`config.mk`:
```
export PLATFORM = sky130hd
export DESIGN_NAME = circular_deque
export DESIGN_NICKNAME = d
export VERILOG_FILES = /design/src/cdq_pkg.sv /design/src/circular_deque.sv
export SDC_FILE = /design/constraint.sdc
export NUM_CORES = 1
export LEC_CHECK = 0
export ABC_AREA = 0
export BUFFER_PORTS_ARGS = -buffer_cell sky130_fd_sc_hd__buf_2
export CAP_MARGIN = 5
export CORE_ASPECT_RATIO = 1.25
export CORE_MARGIN = 4
export CORE_UTILIZATION = 37
export CTS_CLUSTER_DIAMETER = 100
export DETAILED_ROUTE_END_ITERATION = 10
export HOLD_SLACK_MARGIN = 0.08
export PLACE_DENSITY_LB_ADDON = 0.05
export RECOVER_POWER = 25
export SETUP_SLACK_MARGIN = 0.15
export SLEW_MARGIN = 20
export SYNTH_ARGS = -nofsm -noshare
export SYNTH_HDL_FRONTEND = slang
export SYNTH_SLANG_ARGS = --single-unit
export TNS_END_PERCENT = 50
```
`constraint.sdc`:
```
create_clock -name i_clk -period 17.2 [get_ports i_clk]
set_clock_uncertainty 0.05 [all_clocks]
set_input_delay 1.72 -clock i_clk [delete_from_list [all_inputs] [get_ports i_clk]]
set_output_delay 1.72 -clock i_clk [all_outputs]
set_load 0.05 [all_outputs]
```
`src/cdq_pkg.sv`:
```
// ============================================================================
// cdq_pkg
// Shared types, constants and index helpers for the circular deque.
// ============================================================================
package cdq_pkg;

    localparam int MAX_ENTRIES = 16;
    localparam int IDX_W       = $clog2(MAX_ENTRIES);
    localparam int CNT_W       = $clog2(MAX_ENTRIES + 1);
    localparam int CAP_W       = 5;
    localparam int WORD_W      = 32;
    localparam int KIND_W      = 3;
    localparam int STAT_W      = 2;

    localparam logic [CAP_W-1:0] CAP_RESET = CAP_W'(16);

    typedef enum logic [KIND_W-1:0] {
        K_PUSH_FRONT = 3'd0,
        K_PUSH_REAR  = 3'd1,
        K_POP_FRONT  = 3'd2,
        K_POP_REAR   = 3'd3,
        K_PEEK_FRONT = 3'd4,
        K_PEEK_REAR  = 3'd5
    } t_kind;

    typedef enum logic [STAT_W-1:0] {
        ST_DONE  = 2'd0,
        ST_FULL  = 2'd1,
        ST_EMPTY = 2'd2
    } t_status;

    // capacity clamped to 1..MAX_ENTRIES
    function automatic logic [CNT_W-1:0] used_entries(input logic [CAP_W-1:0] cap);
        logic [CNT_W-1:0] res;
        if (cap == '0) begin
            res = CNT_W'(1);
        end else if (int'(cap) > MAX_ENTRIES) begin
            res = CNT_W'(MAX_ENTRIES);
        end else begin
            res = CNT_W'(cap);
        end
        return res;
    endfunction

    function automatic logic [IDX_W-1:0] step_up(input logic [IDX_W-1:0] idx,
                                                 input logic [CNT_W-1:0] n);
        logic [IDX_W:0] nxt;
        logic [IDX_W:0] lim;
        nxt = {1'b0, idx} + (IDX_W+1)'(1);
        lim = (IDX_W+1)'(n);
        return (nxt >= lim) ? '0 : nxt[IDX_W-1:0];
    endfunction

    function automatic logic [IDX_W-1:0] step_down(input logic [IDX_W-1:0] idx,
                                                   input logic [CNT_W-1:0] n);
        logic [CNT_W-1:0] top;
        top = n - CNT_W'(1);
        return (idx == '0) ? IDX_W'(top) : idx - IDX_W'(1);
    endfunction

endpackage

```
`src/circular_deque.sv`:
```
// ============================================================================
// circular_deque
// Double-ended queue of 32-bit words in a synchronous ring memory.
// ============================================================================
// One request word per cycle is taken while the output side keeps up; the
// input stalls only when both the read stage and the output register hold
// unconsumed results. The indexes and the empty flag are updated at
// acceptance, the ring memory is written or read in the same cycle, and the
// result passes the memory read stage and an output register. The user must
// write capacity only while the deque is idle; the block does not enforce it.
module circular_deque (
    input  logic                        i_clk,
    input  logic                        i_rst_n,
    input  logic                        i_cfg_wen,
    input  logic [cdq_pkg::CAP_W-1:0]   i_cfg_wdata,
    input  logic                        s_axis_tvalid,
    output logic                        s_axis_tready,
    input  logic [cdq_pkg::WORD_W-1:0]  s_axis_tdata,  // [31:0] value
    input  logic [cdq_pkg::KIND_W-1:0]  s_axis_tuser,  // [2:0] kind
    output logic                        m_axis_tvalid,
    input  logic                        m_axis_tready,
    output logic [cdq_pkg::WORD_W-1:0]  m_axis_tdata,  // [31:0] data
    output logic [cdq_pkg::STAT_W-1:0]  m_axis_tuser   // [1:0] status
);

    logic [cdq_pkg::WORD_W-1:0] r_mem [cdq_pkg::MAX_ENTRIES];
    logic [cdq_pkg::WORD_W-1:0] r_rd_data;

    logic [cdq_pkg::CNT_W-1:0]  r_used;
    logic [cdq_pkg::IDX_W-1:0]  r_head, n_head;
    logic [cdq_pkg::IDX_W-1:0]  r_tail, n_tail;
    logic                       r_empty, n_empty;

    logic                       r_s2_valid;
    logic                       r_s2_rd, n_s2_rd;
    cdq_pkg::t_status           r_s2_status, n_s2_status;

    logic                       r_out_valid;
    logic [cdq_pkg::WORD_W-1:0] r_out_data;
    cdq_pkg::t_status           r_out_status;

    logic                       s2_move;
    logic                       accept;
    logic                       full;
    logic                       wr_en, rd_en;
    logic [cdq_pkg::IDX_W-1:0]  wr_addr, rd_addr;
    cdq_pkg::t_kind             kind;

    assign kind          = cdq_pkg::t_kind'(s_axis_tuser);
    assign s2_move       = !r_out_valid || m_axis_tready;
    assign s_axis_tready = !r_s2_valid || s2_move;
    assign accept        = s_axis_tvalid && s_axis_tready;
    assign full          = !r_empty && (cdq_pkg::step_up(r_tail, r_used) == r_head);

    always_comb begin
        n_head      = r_head;
        n_tail      = r_tail;
        n_empty     = r_empty;
        n_s2_rd     = 1'b0;
        n_s2_status = cdq_pkg::ST_DONE;
        wr_en       = 1'b0;
        rd_en       = 1'b0;
        wr_addr     = '0;
        rd_addr     = r_tail;
        case (kind) inside
            cdq_pkg::K_PUSH_FRONT, cdq_pkg::K_PUSH_REAR: begin
                if (full) begin
                    n_s2_status = cdq_pkg::ST_FULL;
                end else if (r_empty) begin
                    n_head  = '0;
                    n_tail  = '0;
                    n_empty = 1'b0;
                    wr_en   = 1'b1;
                end else if (kind == cdq_pkg::K_PUSH_FRONT) begin
                    n_head  = cdq_pkg::step_down(r_head, r_used);
                    wr_addr = n_head;
                    wr_en   = 1'b1;
                end else begin
                    n_tail  = cdq_pkg::step_up(r_tail, r_used);
                    wr_addr = n_tail;
                    wr_en   = 1'b1;
                end
            end
            cdq_pkg::K_POP_FRONT, cdq_pkg::K_POP_REAR: begin
                if (r_empty) begin
                    n_s2_status = cdq_pkg::ST_EMPTY;
                end else if (r_head == r_tail) begin
                    rd_en   = 1'b1;
                    n_s2_rd = 1'b1;
                    n_head  = '0;
                    n_tail  = '0;
                    n_empty = 1'b1;
                end else if (kind == cdq_pkg::K_POP_FRONT) begin
                    rd_en   = 1'b1;
                    n_s2_rd = 1'b1;
                    rd_addr = r_head;
                    n_head  = cdq_pkg::step_up(r_head, r_used);
                end else begin
                    rd_en   = 1'b1;
                    n_s2_rd = 1'b1;
                    n_tail  = cdq_pkg::step_down(r_tail, r_used);
                end
            end
            cdq_pkg::K_PEEK_FRONT, cdq_pkg::K_PEEK_REAR: begin
                if (r_empty) begin
                    n_s2_status = cdq_pkg::ST_EMPTY;
                end else begin
                    rd_en   = 1'b1;
                    n_s2_rd = 1'b1;
                    rd_addr = (kind == cdq_pkg::K_PEEK_FRONT) ? r_head : r_tail;
                end
            end
            default: begin
            end
        endcase
    end

    // ring memory
    always_ff @(posedge i_clk) begin
        if (accept && wr_en) begin
            r_mem[wr_addr] <= s_axis_tdata;
        end
        if (accept && rd_en) begin
            r_rd_data <= r_mem[rd_addr];
        end
    end

    always_ff @(posedge i_clk) begin
        if (!i_rst_n) begin
            r_used      <= cdq_pkg::used_entries(cdq_pkg::CAP_RESET);
            r_head      <= '0;
            r_tail      <= '0;
            r_empty     <= 1'b1;
            r_s2_valid  <= 1'b0;
            r_s2_rd     <= 1'b0;
            r_s2_status <= cdq_pkg::ST_DONE;
            r_out_valid <= 1'b0;
        end else begin
            if (i_cfg_wen) begin
                r_used <= cdq_pkg::used_entries(i_cfg_wdata);
            end
            if (accept) begin
                r_head      <= n_head;
                r_tail      <= n_tail;
                r_empty     <= n_empty;
                r_s2_rd     <= n_s2_rd;
                r_s2_status <= n_s2_status;
            end
            if (s_axis_tready) begin
                r_s2_valid <= accept;
            end
            if (s2_move) begin
                r_out_valid <= r_s2_valid;
            end
        end
    end

    always_ff @(posedge i_clk) begin
        if (s2_move && r_s2_valid) begin
            r_out_data   <= r_s2_rd ? r_rd_data : '0;
            r_out_status <= r_s2_status;
        end
    end

    assign m_axis_tvalid = r_out_valid;
    assign m_axis_tdata  = r_out_data;
    assign m_axis_tuser  = r_out_status;

endmodule

```
# Word level (Yosys, flattened, before mapping)
# Memories as Yosys holds them, arrays and structs flattened. A register that Yosys moved wholly into a read port is not among the register bits.
# Index checks and enable logic that the tools add are counted.
# word_totals
regBits	53
mem_bits_rw	512
inputBits	45
output_inout_bits	36
n_memories	1
# memory_table
name	depth	word_bits	rd	rd_ports_with_merged_regs	wr	line_no	rtl
r_mem	16	32	1	1	1	circular_deque.sv:26	logic [cdq_pkg::WORD_W-1:0] r_mem [cdq_pkg::MAX_ENTRIES];
# op_classes
n_addsub	5
n_lt_le_gt_ge	3
n_eq_ne	12
muxes	52
n_reduce_logical	22
# ops
operator	count
two-way mux 4 bit	32
two-way mux 1 bit	14
AND reduction 6 bit	2
subtractor 4 x 1 -> 4 bit (second input constant)	3
adder 4 x 1 -> 5 bit (second input constant)	2
greater-or-equal comparator 5 bit	2
two-way mux 5 bit	2
== test 4 bit	2
zero test 4 bit	2
two-way mux 2 bit	4
== test 3 x 2 -> 1 bit (second input constant)	2
== test 3 bit (second input constant)	2
inequality test 3 bit (second input constant)	2
OR reduction 2 bit	3
greater-than comparator 5 bit (second input constant)	1
logical AND 1 bit	5
zero test 5 bit	1
== test 3 x 1 -> 1 bit (second input constant)	1
zero test 1 bit	3
zero test 3 bit	1
inequality test 3 x 1 -> 1 bit (second input constant)	1
AND reduction 3 bit	1
nonzero test 3 bit	1
logical OR 1 bit	2
other kinds (3)	3

# Longest topological paths before layout
# depth
depth_word	10
depth_mapped	13

# Worst setup path before layout
# OpenSTA, ideal clock, no wires.
# synth_timing
kind	input to register
start	input port s_axis_tuser[1] (netlist name)
end	memory r_mem[0][0] (netlist name) (enable)
arrival_ps	6069
slack_ps	10580
path_stages	6
n_path_buf	1
cell_sequence	clkbuf_1 nor3_1 nor2_1 a22oi_1 a31oi_1 nor4_1
# synth_between
elab_chain_len	6
# synth_rtl
element	line_no	rtl
from (decl)	circular_deque.sv:19	input logic [cdq_pkg::KIND_W-1:0] s_axis_tuser,
== test 3 x 1 -> 1 bit (no line) / zero test 3 bit (equally long branches)	--	
OR reduction 2 bit	circular_deque.sv:65	case (kind) inside
two-way mux 1 bit	circular_deque.sv:65	
logical AND 1 bit	circular_deque.sv:120	if (accept && wr_en) begin
two-way mux 1 bit	circular_deque.sv:120	
two-way mux 1 bit (implied by the code)	circular_deque.sv:121	r_mem[wr_addr] <= s_axis_tdata;
to (decl)	circular_deque.sv:26	
# Parallel ways exist; a longest one is shown, timed or not.

# Worst setup path in the final report
# layout_timing
start	input port s_axis_tuser[1] (netlist name)
end	register r_rd_data[4] (netlist name), read port of r_mem, data pin
# layout_between
elab_chain_len	6
# layout_rtl
element	line_no	rtl
== test 3 bit, or another cell as far along	circular_deque.sv:110	rd_addr = (kind == cdq_pkg::K_PEEK_FRONT) ? r_head : r_tail;
two-way mux 4 bit, or another cell as far along	circular_deque.sv:110	
two-way mux 4 bit, or another cell as far along	circular_deque.sv:105	if (r_empty) begin
two-way mux 4 bit, or another cell as far along	circular_deque.sv:65	
two-way mux 4 bit / two-way mux 1 bit (equally long branches)	circular_deque.sv:65	
two-way mux 4 bit / logical AND 1 bit (equally long branches)	circular_deque.sv:65, circular_deque.sv:123	
to (decl)	circular_deque.sv:27	logic [cdq_pkg::WORD_W-1:0] r_rd_data;
# Parallel ways exist; a longest one is shown, timed or not.
# A chain may end at the register's enable or synchronous reset.

==> results.yml <==
logic_synthesis:
  synth_edf_count: 578
  synthFlopType: "edfxtp_1"
  synth-seq-cells: 597
  ys_seq_area_share_pct: 75.66
  synth.avg_cell_area_um2: 17.15
  yosys_warnings: 0
  yosysUniqueCellTypes: 54
  syn-cell-area_mm2: 0.02344
  synthesis.instances: 1367
  synth-async-reset-ratio_pct: 0
  syn_nets: 1427
worst_setup_path:
  critPathMaxStageDelay_ps: 930
  endpoint_kind: "register"
  cp_data_required_time_ps: 17490
  path_max_fanout: 128
  slowest_stage: "mux2i_4"
  cp_cell_sequence: "buf_2 > inv_1 > o21ai_1 > a21oi_4 > mux2i_4 > buf_12 > buf_4 > mux2i_1 > o22ai_1 > or4_1"
  critPathKind: "input port to register"
  setup.worst_path.start_class: "input port"
  cp.arrival_ps: 6480
timing:
  slew_viol_final: 34
  clock.fmax_mhz: 161.5
  setup_tns_ps: 0
  tightest_slew_ps: 1914
  period_share_pct: 36.00
  min_period_ps: 6192
  fin_ws_ps: 11010
  rsz0062_at_grt: "false"
  slew_headroom_pct: -27.74
  setup_violations: 0
  final-hold-violation-count: 0
power_and_ir_drop:
  p_leak_nw: 10.27
  peakVddDrop_v: 0.00007393
  pwr_density_cell_mw_per_mm2: 113.2
global_routing:
  antenna_found_initial: 2
  gr-total-overflow: 0
  grt_max_degree: 129
  grt_pass1_wl_um: 86600
  grt_pass1_vias: 12548
  grt_use_total_pct: 17.74
place:
  portBuffers: 80
  gp_congestion: 0.7937
  place.detailed.hpwl_um: 29120
  pre_cts_slack_ps: 10330
  placed_cells: 2238
layout:
  final_cell_count_no_fill: 2346
  syn_to_final_growth_pct: 14.69
  layout_common_cells: "edfxtp_1 (578), mux2i_1 (257), o22ai_1 (129)"
  layout_commonest_cell: "edfxtp_1"
  fin_nets: 1528
  drive_gt1_share_pct: 13.10
  fin_util_pct: 43.08
detailed_routing:
  routed_wl_um: 60560
  drcViolationCount: 0
  first_pass_iters: 5
  ant_nets: 0
  vias_per_cell: 5.301
  vias: 12435
  wire_per_inst_um: 25.81
  initialDrtViolationCount: 1026
clocking:
  worstSkewPairLatency_ps: 610
  cts.sinks: 597
  clk_pin_slew_ps: 60
  clk_path_buf_depth: 3
  postCtsHoldBufs: 0
  cts_resized: 0
  cts_buffers: 60
  cts_setup_buffers: 0
  ctsHtreeMaxLevel: 2
  cts_root_buffer: "clkbuf_16"
  cts_tree: "done"
floorplan:
  die_area_mm2: 0.06748
  die-width_um: 233.1
  initial_utilization_pct: 37.57
  core_mm2: 0.06241
  rows: 102
  die_y_um: 289.4
  io_pins: 81
flow_run:
  drv_cap: 1
run_status:
  violations: "max-capacitance violations, max-slew violations"
  status: "finished, violations left"
min_path:
  holdCritPathClass: "register to register"
-- final timing paths --
check	startpoint	end	slack [ps]	depth (start not counted)
worst min-delay path	r_s2_status[0]$_SDFFE_PN0P_	m_axis_tuser[0]$_DFFE_PP_	380	0
worst max-delay path	s_axis_tuser[1]	r_rd_data[4]$_DFFE_PP_	11010	10
worst max register to register	r_head[3]$_SDFFE_PN0P_	r_rd_data[4]$_DFFE_PP_	11130	9
worst min register to register	r_s2_status[0]$_SDFFE_PN0P_	m_axis_tuser[0]$_DFFE_PP_	380	0
-- synthesized netlist by cell type, types with 5 or more instances --
| cell type | n | area (um^2) |
|---|---|---|
| a21oi_1 | 19 | 95.09 |
| a311oi_1 | 5 | 43.79 |
| a31oi_1 | 9 | 56.30 |
| and2_1 | 34 | 212.7 |
| buf_2 | 36 | 180.2 |
| clkbuf_1 | 30 | 112.6 |
| dfxtp_1 | 19 | 380.4 |
| edfxtp_1 | 578 | 17360 |
| ha_1 | 15 | 187.7 |
| inv_1 | 17 | 63.81 |
| mux2i_1 | 258 | 2582 |
| nand2_1 | 20 | 75.07 |
| nand2b_1 | 7 | 43.79 |
| nor2_1 | 40 | 150.1 |
| nor2b_1 | 10 | 62.56 |
| nor3_1 | 14 | 70.07 |
| nor4_1 | 7 | 43.79 |
| o211ai_1 | 6 | 45.04 |
| o21ai_0 | 14 | 70.07 |
| o22ai_1 | 129 | 807.0 |
| or4_1 | 32 | 240.2 |
| xnor2_1 | 6 | 52.55 |
| xor2_1 | 7 | 61.31 |
-- final cells by class --
type,count,area [um^2]
multi-input cells,681,5565
inverters,17,63.81
flip-flops and latches,597,17740
diodes,2,5.005
well taps,832,1041
clock buffers,76,1583
fillers,5498,35520
repair buffers,111,620.6
clock inverters,30,271.5
-- worst max-delay path: cells and delay by family --
family                 cells  cell delay (ps)
buffers and inverters      4             1840
AO/OA/AOI/OAI              3              880
multiplexers               2             1220
AND/OR/NAND/NOR            1              550
-- through the flow --
step	total power [mW]	hold WS [ps]	instance area [um^2]
finish	3.042	384.4	26890
floorplan	1.752	358.1	23440
detailed placement	1.820	373.5	25050
global placement	1.818	365.6	25050
CTS	3.083	388.1	26900
global route	3.154	401.9	26880
-- cell families after synthesis --
family,after synthesis,synth area share [%]
flip-flops,597,75.66
multiplexers,258,11.02
AO/OA/AOI/OAI,213,6.015
AND/OR/NAND/NOR,182,4.355
buffers and inverters,89,1.670
adder cells (fa/ha/maj),15,0.8006
XOR/XNOR,13,0.4857
-- flip-flops by register name (all words and copies together), names as in the netlist --
register and flops:
m_axis_tdata 32, r_s2_status 2, m_axis_tvalid 1, r_tail 4
r_mem 512, r_rd_data 32, r_s2_rd 1, r_head 4
r_empty 1, r_s2_valid 1, m_axis_tuser 2, r_used 5
-- power by group --
group | internal [mW] | switching, mW | leakage, nW | total [mW]
registers | 1.61 | 0.0102 | 5.39 | 1.62
clock network | 0.720 | 0.536 | 0.909 | 1.26
logic | 0.0576 | 0.111 | 3.98 | 0.169
-- per-layer routing --
metal	vias up	share of wire (%)	GRT usage, %
li1	5679	-	-
met1	6400	46	24.60
met2	261	48	29.34
met3	93	4.4	3.009
met4	2	2.1	4.305
met5	-	0.021	0
Note: power is estimated with default switching activity, not from simulation.
